==> config.mk <==
export PLATFORM = sky130hd
export DESIGN_NAME = esp3_radio_telegram_parser_flat
export DESIGN_NICKNAME = d
export VERILOG_FILES = /design/src/rtl/core/esp3p_pkg.sv /design/src/rtl/core/esp3p_ifaces.sv /design/src/rtl/core/esp3p_decode.sv /design/src/rtl/core/esp3p_out_buf.sv /design/src/rtl/core/esp3_radio_telegram_parser.sv /design/src/flat_wrapper.sv
export SDC_FILE = /design/constraint.sdc
export NUM_CORES = 1
export LEC_CHECK = 0
export BUFFER_PORTS_ARGS = -buffer_cell sky130_fd_sc_hd__buf_4
export CAP_MARGIN = 20
export CORE_UTILIZATION = 50
export CTS_CLUSTER_DIAMETER = 120
export DETAILED_ROUTE_END_ITERATION = 6
export PLACE_DENSITY = 0.65
export SLEW_MARGIN = 10
export SYNTH_ARGS = -nofsm -noshare
export SYNTH_HDL_FRONTEND = slang
export SYNTH_SLANG_ARGS = --single-unit
==> constraint.sdc <==
create_clock -name clk -period 23.4 [get_ports clk]
set_input_delay 2.34 -clock clk [delete_from_list [all_inputs] [get_ports clk]]
set_output_delay 2.34 -clock clk [all_outputs]
set_load 0.005 [all_outputs]
==> src/rtl/core/esp3p_pkg.sv <==
// Shared constants, frame positions and the record type of the radio telegram parser.
`timescale 1ns / 1ps

package esp3p_pkg;

    localparam int POS_W = 5;

    localparam logic [7:0] SYNC_RESET = 8'h55;

    // Byte positions within a frame
    localparam logic [POS_W-1:0] POS_HUNT    = 5'd0;
    localparam logic [POS_W-1:0] POS_LEN_HI  = 5'd1;
    localparam logic [POS_W-1:0] POS_LEN_LO  = 5'd2;
    localparam logic [POS_W-1:0] POS_OPT_LEN = 5'd3;
    localparam logic [POS_W-1:0] POS_KIND    = 5'd4;
    localparam logic [POS_W-1:0] POS_HDR_CRC = 5'd5;
    localparam logic [POS_W-1:0] POS_RADIO   = 5'd6;
    localparam logic [POS_W-1:0] POS_AFTER_HDR = 5'd7;
    localparam logic [POS_W-1:0] POS_ID0     = 5'd10;
    localparam logic [POS_W-1:0] POS_ID1     = 5'd11;
    localparam logic [POS_W-1:0] POS_ID2     = 5'd12;
    localparam logic [POS_W-1:0] POS_ID3     = 5'd13;
    localparam logic [POS_W-1:0] POS_PL0     = 5'd14;
    localparam logic [POS_W-1:0] POS_PL1     = 5'd15;
    localparam logic [POS_W-1:0] POS_PL2     = 5'd16;
    localparam logic [POS_W-1:0] POS_RSSI_SHORT = 5'd17;
    localparam logic [POS_W-1:0] POS_RSSI_LONG  = 5'd20;
    localparam logic [POS_W-1:0] POS_MAX     = 5'd31;

    // Telegram types in the low nibble of the radio header
    localparam logic [3:0] TYPE_RPS = 4'h0;
    localparam logic [3:0] TYPE_1BS = 4'h1;
    localparam logic [3:0] TYPE_4BS = 4'h2;

    // ID-length field codes that shorten the header jump
    localparam logic [2:0] IDLEN_NONE = 3'd0;
    localparam logic [2:0] IDLEN_ONE  = 3'd1;
    localparam logic [2:0] IDLEN_TWO  = 3'd2;

    typedef struct packed {
        logic [15:0] packet_length;
        logic [7:0]  option_length;
        logic [7:0]  packet_kind;
        logic [7:0]  header_check;
        logic [7:0]  radio_header;
        logic [31:0] sender_id;
        logic [7:0]  payload_0;
        logic [7:0]  payload_1;
        logic [7:0]  payload_2;
        logic [7:0]  payload_3;
        logic [7:0]  signal_level;
        logic        extended_header;
    } record_t;

endpackage

==> src/rtl/core/esp3p_ifaces.sv <==
// Valid/ready channel interfaces for serial bytes and decoded telegram records.
`timescale 1ns / 1ps

interface esp3p_byte_if;
    logic       valid;
    logic       ready;
    logic [7:0] data_byte;
    logic       restart;

    modport source (output valid, output data_byte, output restart, input ready);
    modport sink   (input valid, input data_byte, input restart, output ready);
endinterface

interface esp3p_record_if;
    logic        valid;
    logic        ready;
    logic [15:0] packet_length;
    logic [7:0]  option_length;
    logic [7:0]  packet_kind;
    logic [7:0]  header_check;
    logic [7:0]  radio_header;
    logic [31:0] sender_id;
    logic [7:0]  payload_0;
    logic [7:0]  payload_1;
    logic [7:0]  payload_2;
    logic [7:0]  payload_3;
    logic [7:0]  signal_level;
    logic        extended_header;

    modport source (
        output valid, output packet_length, output option_length, output packet_kind,
        output header_check, output radio_header, output sender_id, output payload_0,
        output payload_1, output payload_2, output payload_3, output signal_level,
        output extended_header, input ready
    );
    modport sink (
        input valid, input packet_length, input option_length, input packet_kind,
        input header_check, input radio_header, input sender_id, input payload_0,
        input payload_1, input payload_2, input payload_3, input signal_level,
        input extended_header, output ready
    );
endinterface

==> src/rtl/core/esp3p_decode.sv <==
// Position counter and capture registers that walk one frame byte by byte.
`timescale 1ns / 1ps

module esp3p_decode
    import esp3p_pkg::*;
(
    input  logic       clk,
    input  logic       rst_n,
    input  logic [7:0] sync_byte,
    input  logic       accept,
    input  logic [7:0] data_byte,
    input  logic       restart,
    output logic       emit,
    output record_t    rec
);

    logic [POS_W-1:0] position_reg, position_next;
    logic [7:0]  len_hi_reg, len_hi_next;
    logic [7:0]  len_lo_reg, len_lo_next;
    logic [7:0]  opt_len_reg, opt_len_next;
    logic [7:0]  kind_reg, kind_next;
    logic [7:0]  hdr_crc_reg, hdr_crc_next;
    logic [7:0]  header_reg, header_next;
    logic [31:0] id_reg, id_next;
    logic [7:0]  pl0_reg, pl0_next;
    logic [7:0]  pl1_reg, pl1_next;
    logic [7:0]  pl2_reg, pl2_next;
    logic [7:0]  pl3_reg, pl3_next;
    logic [7:0]  rssi_reg, rssi_next;
    logic        ext_reg, ext_next;

    logic [POS_W-1:0] pos_eff;
    logic [POS_W-1:0] pos_inc;
    logic [POS_W-1:0] jump;
    logic [2:0]       idlen;
    logic [3:0]       hdr_type;
    logic             short_type;

    always_comb
    begin
        pos_eff    = restart ? POS_HUNT : position_reg;
        pos_inc    = (pos_eff == POS_MAX) ? POS_MAX : pos_eff + 5'd1;
        hdr_type   = header_reg[3:0];
        short_type = (hdr_type == TYPE_RPS) || (hdr_type == TYPE_1BS);
        idlen      = data_byte[7:5];

        // Skip the optional header bytes that the radio header announces
        jump = POS_AFTER_HDR;
        if (!data_byte[4])
        begin
            jump = jump + 5'd1;
        end
        if (idlen == IDLEN_NONE)
        begin
            jump = jump + 5'd3;
        end
        else if ((idlen == IDLEN_ONE) || (idlen == IDLEN_TWO))
        begin
            jump = jump + 5'd2;
        end

        position_next = pos_inc;
        len_hi_next   = len_hi_reg;
        len_lo_next   = len_lo_reg;
        opt_len_next  = opt_len_reg;
        kind_next     = kind_reg;
        hdr_crc_next  = hdr_crc_reg;
        header_next   = header_reg;
        id_next       = id_reg;
        pl0_next      = pl0_reg;
        pl1_next      = pl1_reg;
        pl2_next      = pl2_reg;
        pl3_next      = pl3_reg;
        rssi_next     = rssi_reg;
        ext_next      = ext_reg;
        emit          = 1'b0;

        case (pos_eff)
            POS_HUNT:
            begin
                position_next = (data_byte == sync_byte) ? POS_LEN_HI : POS_HUNT;
            end
            POS_LEN_HI:  len_hi_next  = data_byte;
            POS_LEN_LO:  len_lo_next  = data_byte;
            POS_OPT_LEN: opt_len_next = data_byte;
            POS_KIND:    kind_next    = data_byte;
            POS_HDR_CRC: hdr_crc_next = data_byte;
            POS_RADIO:
            begin
                header_next   = data_byte;
                ext_next      = data_byte[4];
                position_next = jump;
            end
            POS_ID0: id_next[31:24] = data_byte;
            POS_ID1: id_next[23:16] = data_byte;
            POS_ID2: id_next[15:8]  = data_byte;
            POS_ID3: id_next[7:0]   = data_byte;
            POS_PL0: pl0_next = data_byte;
            POS_PL1: pl1_next = data_byte;
            POS_PL2: pl2_next = data_byte;
            POS_RSSI_SHORT:
            begin
                if (short_type)
                begin
                    rssi_next = data_byte;
                    emit      = accept;
                end
                else
                begin
                    pl3_next = data_byte;
                end
            end
            POS_RSSI_LONG:
            begin
                rssi_next = data_byte;
                emit      = accept && (short_type || (hdr_type == TYPE_4BS));
            end
            default: position_next = pos_inc;
        endcase

        rec.packet_length   = {len_hi_next, len_lo_next};
        rec.option_length   = opt_len_next;
        rec.packet_kind     = kind_next;
        rec.header_check    = hdr_crc_next;
        rec.radio_header    = header_next;
        rec.sender_id       = id_next;
        rec.payload_0       = pl0_next;
        rec.payload_1       = pl1_next;
        rec.payload_2       = pl2_next;
        rec.payload_3       = pl3_next;
        rec.signal_level    = rssi_next;
        rec.extended_header = ext_next;
    end

    always_ff @(posedge clk or negedge rst_n)
    begin
        if (!rst_n)
        begin
            position_reg <= POS_HUNT;
            len_hi_reg   <= '0;
            len_lo_reg   <= '0;
            opt_len_reg  <= '0;
            kind_reg     <= '0;
            hdr_crc_reg  <= '0;
            header_reg   <= '0;
            id_reg       <= '0;
            pl0_reg      <= '0;
            pl1_reg      <= '0;
            pl2_reg      <= '0;
            pl3_reg      <= '0;
            rssi_reg     <= '0;
            ext_reg      <= 1'b0;
        end
        else if (accept)
        begin
            position_reg <= position_next;
            len_hi_reg   <= len_hi_next;
            len_lo_reg   <= len_lo_next;
            opt_len_reg  <= opt_len_next;
            kind_reg     <= kind_next;
            hdr_crc_reg  <= hdr_crc_next;
            header_reg   <= header_next;
            id_reg       <= id_next;
            pl0_reg      <= pl0_next;
            pl1_reg      <= pl1_next;
            pl2_reg      <= pl2_next;
            pl3_reg      <= pl3_next;
            rssi_reg     <= rssi_next;
            ext_reg      <= ext_next;
        end
    end

    a_emit_at_rssi: assert property (@(posedge clk) disable iff (!rst_n)
        emit |-> (pos_eff == POS_RSSI_SHORT || pos_eff == POS_RSSI_LONG))
        else $error("record emitted away from an RSSI position");

    a_restart_hunts: assert property (@(posedge clk) disable iff (!rst_n)
        (accept && restart && data_byte != sync_byte) |=> (position_reg == POS_HUNT))
        else $error("restart did not return to sync hunt");

    a_header_jump: assert property (@(posedge clk) disable iff (!rst_n)
        (accept && pos_eff == POS_RADIO) |=>
            (position_reg >= POS_AFTER_HDR && position_reg <= POS_ID1))
        else $error("header jump left the 7 to 11 range");

endmodule

==> src/rtl/core/esp3p_out_buf.sv <==
// Two-entry record queue that decouples the decoder from the record sink.
`timescale 1ns / 1ps

module esp3p_out_buf
    import esp3p_pkg::*;
(
    input  logic    clk,
    input  logic    rst_n,
    input  logic    push,
    input  record_t push_rec,
    output logic    space,
    output logic    pop_valid,
    input  logic    pop_ready,
    output record_t pop_rec
);

    record_t    slot_reg [2];
    logic       wr_ptr_reg, wr_ptr_next;
    logic       rd_ptr_reg, rd_ptr_next;
    logic [1:0] count_reg, count_next;
    logic       pop;

    assign pop       = pop_valid && pop_ready;
    assign pop_valid = (count_reg != 2'd0);
    assign space     = (count_reg != 2'd2);
    assign pop_rec   = slot_reg[rd_ptr_reg];

    always_comb
    begin
        wr_ptr_next = push ? ~wr_ptr_reg : wr_ptr_reg;
        rd_ptr_next = pop ? ~rd_ptr_reg : rd_ptr_reg;
        count_next  = count_reg + {1'b0, push} - {1'b0, pop};
    end

    always_ff @(posedge clk)
    begin
        if (push)
        begin
            slot_reg[wr_ptr_reg] <= push_rec;
        end
    end

    always_ff @(posedge clk or negedge rst_n)
    begin
        if (!rst_n)
        begin
            wr_ptr_reg <= 1'b0;
            rd_ptr_reg <= 1'b0;
            count_reg  <= 2'd0;
        end
        else
        begin
            wr_ptr_reg <= wr_ptr_next;
            rd_ptr_reg <= rd_ptr_next;
            count_reg  <= count_next;
        end
    end

    a_no_overflow: assert property (@(posedge clk) disable iff (!rst_n)
        (push && count_reg == 2'd2) |-> pop)
        else $error("record pushed into a full queue");

    a_count_bound: assert property (@(posedge clk) disable iff (!rst_n)
        count_reg <= 2'd2)
        else $error("queue count out of range");

    a_drain: assert property (@(posedge clk) disable iff (!rst_n)
        (pop && !push) |=> (count_reg == $past(count_reg) - 2'd1))
        else $error("queue count did not drop after a lone pop");

endmodule

==> src/rtl/core/esp3_radio_telegram_parser.sv <==
// Top level of the serial radio telegram parser: config register, decoder and record queue.
//
//   channel  | dir  | handshake        | carries
//   ---------+------+------------------+---------------------------------------
//   serial   | sink | valid / ready    | data_byte, restart
//   record   | src  | valid / ready    | decoded telegram fields
//   cfg      | sink | cfg_we           | cfg_wdata -> sync byte (reset 0x55)
//
// One byte per cycle while the queue has space: each accepted byte updates the
// position counter and capture registers in the same cycle; records join a two-entry queue.
// A record entering an empty queue is on the record channel the cycle after its RSSI byte.
// serial.ready drops only when both queue entries hold untaken records.
// Reset clears the position, capture registers and queue; sync byte returns to 0x55.
`timescale 1ns / 1ps

module esp3_radio_telegram_parser
    import esp3p_pkg::*;
(
    input  logic       clk,
    input  logic       rst_n,
    input  logic       cfg_we,
    input  logic [7:0] cfg_wdata,
    esp3p_byte_if.sink     serial,
    esp3p_record_if.source record
);

    logic [7:0] sync_reg;
    logic       accept;
    logic       emit;
    logic       space;
    record_t    dec_rec;
    record_t    out_rec;

    always_ff @(posedge clk or negedge rst_n)
    begin
        if (!rst_n)
        begin
            sync_reg <= SYNC_RESET;
        end
        else if (cfg_we)
        begin
            sync_reg <= cfg_wdata;
        end
    end

    assign serial.ready = space;
    assign accept       = serial.valid && space;

    esp3p_decode u_decode (
        .clk       (clk),
        .rst_n     (rst_n),
        .sync_byte (sync_reg),
        .accept    (accept),
        .data_byte (serial.data_byte),
        .restart   (serial.restart),
        .emit      (emit),
        .rec       (dec_rec)
    );

    esp3p_out_buf u_out_buf (
        .clk       (clk),
        .rst_n     (rst_n),
        .push      (emit),
        .push_rec  (dec_rec),
        .space     (space),
        .pop_valid (record.valid),
        .pop_ready (record.ready),
        .pop_rec   (out_rec)
    );

    assign record.packet_length   = out_rec.packet_length;
    assign record.option_length   = out_rec.option_length;
    assign record.packet_kind     = out_rec.packet_kind;
    assign record.header_check    = out_rec.header_check;
    assign record.radio_header    = out_rec.radio_header;
    assign record.sender_id       = out_rec.sender_id;
    assign record.payload_0       = out_rec.payload_0;
    assign record.payload_1       = out_rec.payload_1;
    assign record.payload_2       = out_rec.payload_2;
    assign record.payload_3       = out_rec.payload_3;
    assign record.signal_level    = out_rec.signal_level;
    assign record.extended_header = out_rec.extended_header;

endmodule
==> src/flat_wrapper.sv <==
// flat-port wrapper written by rule: the top's interface ports become plain ports
module esp3_radio_telegram_parser_flat import esp3p_pkg::*;
  (clk, rst_n, cfg_we, cfg_wdata, serial_valid, serial_data_byte, serial_restart, serial_ready, record_valid, record_packet_length, record_option_length, record_packet_kind, record_header_check, record_radio_header, record_sender_id, record_payload_0, record_payload_1, record_payload_2, record_payload_3, record_signal_level, record_extended_header, record_ready);
  esp3p_byte_if serial_i ();
  esp3p_record_if record_i ();
  input  logic clk;
  input  logic rst_n;
  input  logic cfg_we;
  input  logic [7:0] cfg_wdata;
  input wire logic [$bits(serial_i.valid)-1:0] serial_valid;
  input wire logic [$bits(serial_i.data_byte)-1:0] serial_data_byte;
  input wire logic [$bits(serial_i.restart)-1:0] serial_restart;
  output wire logic [$bits(serial_i.ready)-1:0] serial_ready;
  output wire logic [$bits(record_i.valid)-1:0] record_valid;
  output wire logic [$bits(record_i.packet_length)-1:0] record_packet_length;
  output wire logic [$bits(record_i.option_length)-1:0] record_option_length;
  output wire logic [$bits(record_i.packet_kind)-1:0] record_packet_kind;
  output wire logic [$bits(record_i.header_check)-1:0] record_header_check;
  output wire logic [$bits(record_i.radio_header)-1:0] record_radio_header;
  output wire logic [$bits(record_i.sender_id)-1:0] record_sender_id;
  output wire logic [$bits(record_i.payload_0)-1:0] record_payload_0;
  output wire logic [$bits(record_i.payload_1)-1:0] record_payload_1;
  output wire logic [$bits(record_i.payload_2)-1:0] record_payload_2;
  output wire logic [$bits(record_i.payload_3)-1:0] record_payload_3;
  output wire logic [$bits(record_i.signal_level)-1:0] record_signal_level;
  output wire logic [$bits(record_i.extended_header)-1:0] record_extended_header;
  input wire logic [$bits(record_i.ready)-1:0] record_ready;
  assign serial_i.valid = serial_valid;
  assign serial_i.data_byte = serial_data_byte;
  assign serial_i.restart = serial_restart;
  assign serial_ready = serial_i.ready;
  assign record_valid = record_i.valid;
  assign record_packet_length = record_i.packet_length;
  assign record_option_length = record_i.option_length;
  assign record_packet_kind = record_i.packet_kind;
  assign record_header_check = record_i.header_check;
  assign record_radio_header = record_i.radio_header;
  assign record_sender_id = record_i.sender_id;
  assign record_payload_0 = record_i.payload_0;
  assign record_payload_1 = record_i.payload_1;
  assign record_payload_2 = record_i.payload_2;
  assign record_payload_3 = record_i.payload_3;
  assign record_signal_level = record_i.signal_level;
  assign record_extended_header = record_i.extended_header;
  assign record_i.ready = record_ready;
  esp3_radio_telegram_parser u_core (.clk(clk), .rst_n(rst_n), .cfg_we(cfg_we), .cfg_wdata(cfg_wdata), .serial(serial_i), .record(record_i));
endmodule
-- After elaboration in Yosys (flattened, before gate mapping)
Memories as Yosys holds them, arrays and structs flattened.
Cells that the tools add are included.
- flip-flop bits (word level): 138
- RAM bits: 242
- output and inout bits: 123
- logic and storage cells: 87
- memories: 1
- add/subtract/negate cells: 5
- eq/ne operators: 22
- multiplexer cells: 29
- bitwise gates (word level): 2
- reductions and logical operators: 10
- memory list (memory ; words ; bits a word ; rd ports ; clocked after Yosys merged registers in ; write ports ; line ; text):
    u_core.u_out_buf.slot_reg ; 2 ; 121 ; 1 ; 0 ; 1 ; esp3p_out_buf.sv:17 ; record_t slot_reg [2];
- operators by type and width (operator ; count):
    $mux 8 ; 16
    $eq 5x4->1 const B ; 6
    $eq 5x5->1 const B ; 4
    $mux 5 ; 4
    $pmux 8 s2 ; 1
    $eq 5x3->1 const B ; 3
    $add 5x2->5 const B ; 2
    $eq 5x2->1 const B ; 2
    $pmux 5 s2 ; 1
    $eq 8x8->1 ; 1
    $add 5x1->5 const B ; 1
    $eq 5x1->1 const B ; 1
    $logic_not 5->1 ; 1
    $mux 1 ; 5
    $eq 4x1->1 const B ; 1
    $eq 4x2->1 const B ; 1
    $logic_not 4->1 ; 1
    $mux 4 ; 1
    $eq 3x1->1 const B ; 1
    $eq 3x2->1 const B ; 1
    $logic_and 1x1->1 ; 3
    $logic_not 3->1 ; 1
    $logic_or 1x1->1 ; 3
    $add 2x1->2 ; 1
    other kinds (5) ; 6

-- Depth between registers and ports, before layout
- depth in word-level cells: 7
- mapped depth: 8

-- Cells and area by module
From an unflattened synthesis, not the netlist that was laid out.
- cells, all modules: 932
- area total of the unflattened synthesis: 16359.4 sq um
- modules (own cells, without submodules) (module ; instances ; cells an instance ; area each (sq um) ; seq. area each (sq um)):
    esp3p_out_buf ; 1 ; 394 ; 9263.9 ; 7367.1
    esp3p_decode ; 1 ; 520 ; 6752.7 ; 3153.0
    esp3_radio_telegram_parser ; 1 ; 18 ; 342.8 ; 205.2

-- Worst setup path after synthesis
OpenSTA, ideal clock, no wires.
- kind: input to register
- from: input port serial_restart
- to: memory u_core.u_out_buf.slot_reg[0][0] in the netlist's numbering (enable)
- setup time: 0.617 ns
- arrival: 8.933 ns
- data required time: 22.783 ns
- path slack: 13.850 ns
- stages on the path: 6
- path buffers: 1
- cell sequence: buf_6 -> nor2b_1 -> ha_1 -> nand4_1 -> a2111oi_4 -> nor2b_1
- word-level cells in the longest chain between the ends: 5
- elaborated cells between the ends (all ways): 6
- ends and longest elaborated chain (item ; line ; text):
    from (decl) ; flat_wrapper.sv:12 ; input wire logic [$bits(serial_i.restart)-1:0] serial_restart;
    $mux 5 (*) ; esp3p_decode.sv:41 ; pos_eff = restart ? POS_HUNT : position_reg;
    $eq 5x5->1 ; esp3p_decode.sv:78 ; case (pos_eff)
    $pmux 1 s2 (*) ; esp3p_decode.sv:78 ;
    $mux 1 (*) ; esp3p_out_buf.sv:37 ; if (push)
    $mux 1 (not written as such) (*) ; esp3p_out_buf.sv:39 ; slot_reg[wr_ptr_reg] <= push_rec;
    to (decl) ; esp3p_out_buf.sv:17 ;
Mark *: on every way between the ends. The rest lies on a longest branch, timed or not.

-- Worst setup path in the final report
- from: input port serial_restart
- to: memory u_core.u_out_buf.slot_reg[0][46] in the netlist's numbering (enable)
Same word-level chain as after synthesis.

==> results by group <==
Outcome
  – Outcome: completed

Drt
  – Final ANT Viol Nets: 0
  – First-pass detailed-route iteration total: 4
  – Via count: 8248
  – Initial DRC count: 416
  – Remaining DRCs: 0
  – Routed len/inst: 20.8 um
  – WL final: 31300 um
  – Vias per std cell: 5.49

GRT
  – Remaining Overflow, GRT: 0
  – Number of global-route vias before repair: 8481
  – Initial antenna violation count: 0
  – All-Layer GR Usage: 19.4%
  – First-pass GRT wire length: 48900 um
  – Pin count of the biggest net entering global routing: 90

Floorplanning
  – Die Wd: 181 um
  – Chip height: 181 um
  – Die area: 32700 sq um
  – I/O Pins: 145
  – Initial Utilization: 50.7%
  – Rows: 65
  – Core Footprint: 31600 sq um

Layout
  – Layout cells sized above 1: 54.8%
  – Largest register FFs: 242
  – Post-layout instance area: 18700 sq um
  – Multi-input logic area: 5010 sq um
  – Fin nets: 1096
  – Final core utilization: 59.4%
  – Most common cell after layout, fill and taps aside: mux2_2
  – Final cell count without fillers: 1503
  – Seq. cell area: 10700 sq um
  – # fillers: 2442
  – Synth-to-Final Area Change: 17.1%
  – Most frequent cells in the layout: 367 x mux2_2, 242 x edfxtp_1, 149 x buf_4, 133 x dfrtp_1, 41 x clkbuf_16
  – N_diodes: 0

Timing
  – Final setup violation count: 0
  – RSZ-0062 raised after global routing: no
  – Final period util: 23.9%
  – Max-slew violation count: 0
  – Clock period minus worst slack: 5.58 ns
  – Worst-Margin Slew: 1.03 ns
  – Setup clock skew after layout: 0.0145 ns
  – Worst slew margin: 31.1%
  – Setup TNS Final: 0 ns
  – Setup WS post-layout: 17.82 ns
  – Final Hold Fails: 0
  – F_max: 0.179 GHz

Clocking
  – CTS tree: done
  – Maximum clock path buffer count: 3
  – Clk sinks: 380
  – Hold_buf cts: 0
  – CTS resizes: 0
  – Post-CTS setup buffers: 0
  – Worst skew pair latency: 0.52 ns
  – Clock Pin Slew Worst Setup and Hold Paths: 0.05 ns
  – Root Driver: clkbuf_16
  – H-tree depth: 2
  – Num CTS Buffers: 41

Power and ir drop
  – Largest vdd supply drop: 0.0844 mV
  – P per Cell Area: 109 nW/um^2
  – Pleak: 7.65 nW

Logic synthesis
  – Synthesized flop and latch total: 380
  – Synth unique cells: 51
  – Post-synthesis instance area: 16000 sq um
  – Syn Area/Cell: 17.1 sq um
  – Share of flip-flops with an asynchronous set or reset: 36.3%
  – Top cells by area, synth: edfxtp_1 45%, mux2_2 26%, dfrtp_1 21%, clkbuf_1 0.89%, dfstp_2 0.66%
  – Area leader, netlist: edfxtp_1
  – Register area share after synthesis: 67.1%
  – Syn nets: 960
  – Warnings, synthesis: 0
  – Top FF cell, synth: edfxtp_1
  – Number of synthesized flops with an enable pin: 242
  – Mapped Cells: 933
  – Post-synth top area share: 45.4%

Worst setup path
  – Slowest CP cell: buf_4
  – Critical path startpoint category: input port
  – CP cell instances: buf_4 -> nor2b_1 -> ha_1 -> nand4_1 -> a2111oi_4 -> nor2b_4 -> buf_4 -> buf_4
  – Cell family with most CP delay: buffers and inverters
  – Worst setup EP type: flop
  – Critical path class: in2reg
  – CP max stage delay: 0.88 ns
  – Crit path arrival time: 5.72 ns
  – CP Buf/Inv Count: 3
  – Worst Path Max Fanout: 71
  – Req. time, crit path: 23.53 ns
  – Most common cell on crit path: buf_4

Placement
  – Placement Setup Slack: 17.22 ns
  – GP Congestion: 0.829
  – Dpl cell area: 17400 sq um
  – Placed wire-length estimate: 18300 um
  – Port Buf Inserts: 144
  – Placed instance count: 1428

Min path
  – Type of the tightest min-delay check: reg2reg

Run
  – Maxcap violations: 0
==> cell usage after synthesis, types with 4 or more instances <==
master	number
nor2b_1	5
a31oi_1	5
nand2_1	22
buf_1	4
nand3_1	6
clkbuf_1	38
mux2_2	367
xor2_1	11
nor2_1	8
dfrtp_1	134
nand4_1	4
ha_1	5
dfstp_2	4
edfxtp_1	242
nand2b_1	4
inv_1	7
buf_2	11
==> per-stage QoR <==
stage	hold slack (ns)	total power, mW
after global placement	0.481	1.42
after CTS	0.496	2.07
after floorplan	0.455	1.26
after global routing	0.507	2.14
final	0.489	2.05
after detailed placement	0.478	1.43
==> worst register-to-register path, stage by stage, from the launching register on <==
cell       delay, ns
dfrtp_1         0.60
nor2b_1         0.58
nand4_1         0.24
a2111oi_4       0.50
nor2b_4         0.48
buf_4           0.54
buf_4           0.90
==> power breakdown <==
group	leakage, nW	switching (mW)	internal [mW]
Clock	0.656	0.248	0.382
Combinational	2.91	0.203	0.285
Sequential	4.08	0.0737	0.853
Total	7.65	0.525	1.52
==> per-layer routing <==
layer	GRT usage, %	up-vias	share of wire [%]
li1	-	3781	-
met5	0	-	0
met3	3.37	46	4.1
met2	31.6	183	49
met1	27.4	4238	45
met4	4.55	0	1.7
==> cells by family (layout without fill, tap and decap cells) <==
group           after synthesis  after routing  share of synthesized area [%]
flops                       380            380                           67.1
mux                         367            367                           25.8
simple gates                 82             82                           3.18
buf+inv                      64            232                           1.71
compound gates               21             21                           1.07
xor+xnor                     14             14                          0.767
fa+ha+maj                     5              5                          0.391
==> path summary, 6_finish.rpt <==
kind / from / end / slack [ns] / depth (start not counted)
min: u_core.u_out_buf.count_reg[1]$_DFF_PN0_ / u_core.u_out_buf.count_reg[1]$_DFF_PN0_ / 0.49 / 1
min reg2reg: u_core.u_out_buf.count_reg[1]$_DFF_PN0_ / u_core.u_out_buf.count_reg[1]$_DFF_PN0_ / 0.49 / 1
max reg2reg: u_core.u_decode.position_reg[4]$_DFFE_PN0P_ / u_core.u_out_buf.slot_reg[0][46]$_DFFE_PP_ / 19.13 / 6
min in group asynchronous: rst_n / u_core.u_decode.len_hi_reg[5]$_DFFE_PN0P_ / 1.88 / 1
max: serial_restart / u_core.u_out_buf.slot_reg[0][46]$_DFFE_PP_ / 17.82 / 8
max in group asynchronous: rst_n / u_core.u_decode.kind_reg[3]$_DFFE_PN0P_ / 20.27 / 2
==> final cells by class <==
type                       instances  area share [%]
clock buffer                      59            6.27
inverter                           7           0.140
multi-input combinational        489            26.7
timing repair buffer             150            6.03
sequential                       380            57.3
clock inverter                    16           0.855
tap                              402            2.69
No activity file was read; power rests on OpenSTA's default activity.
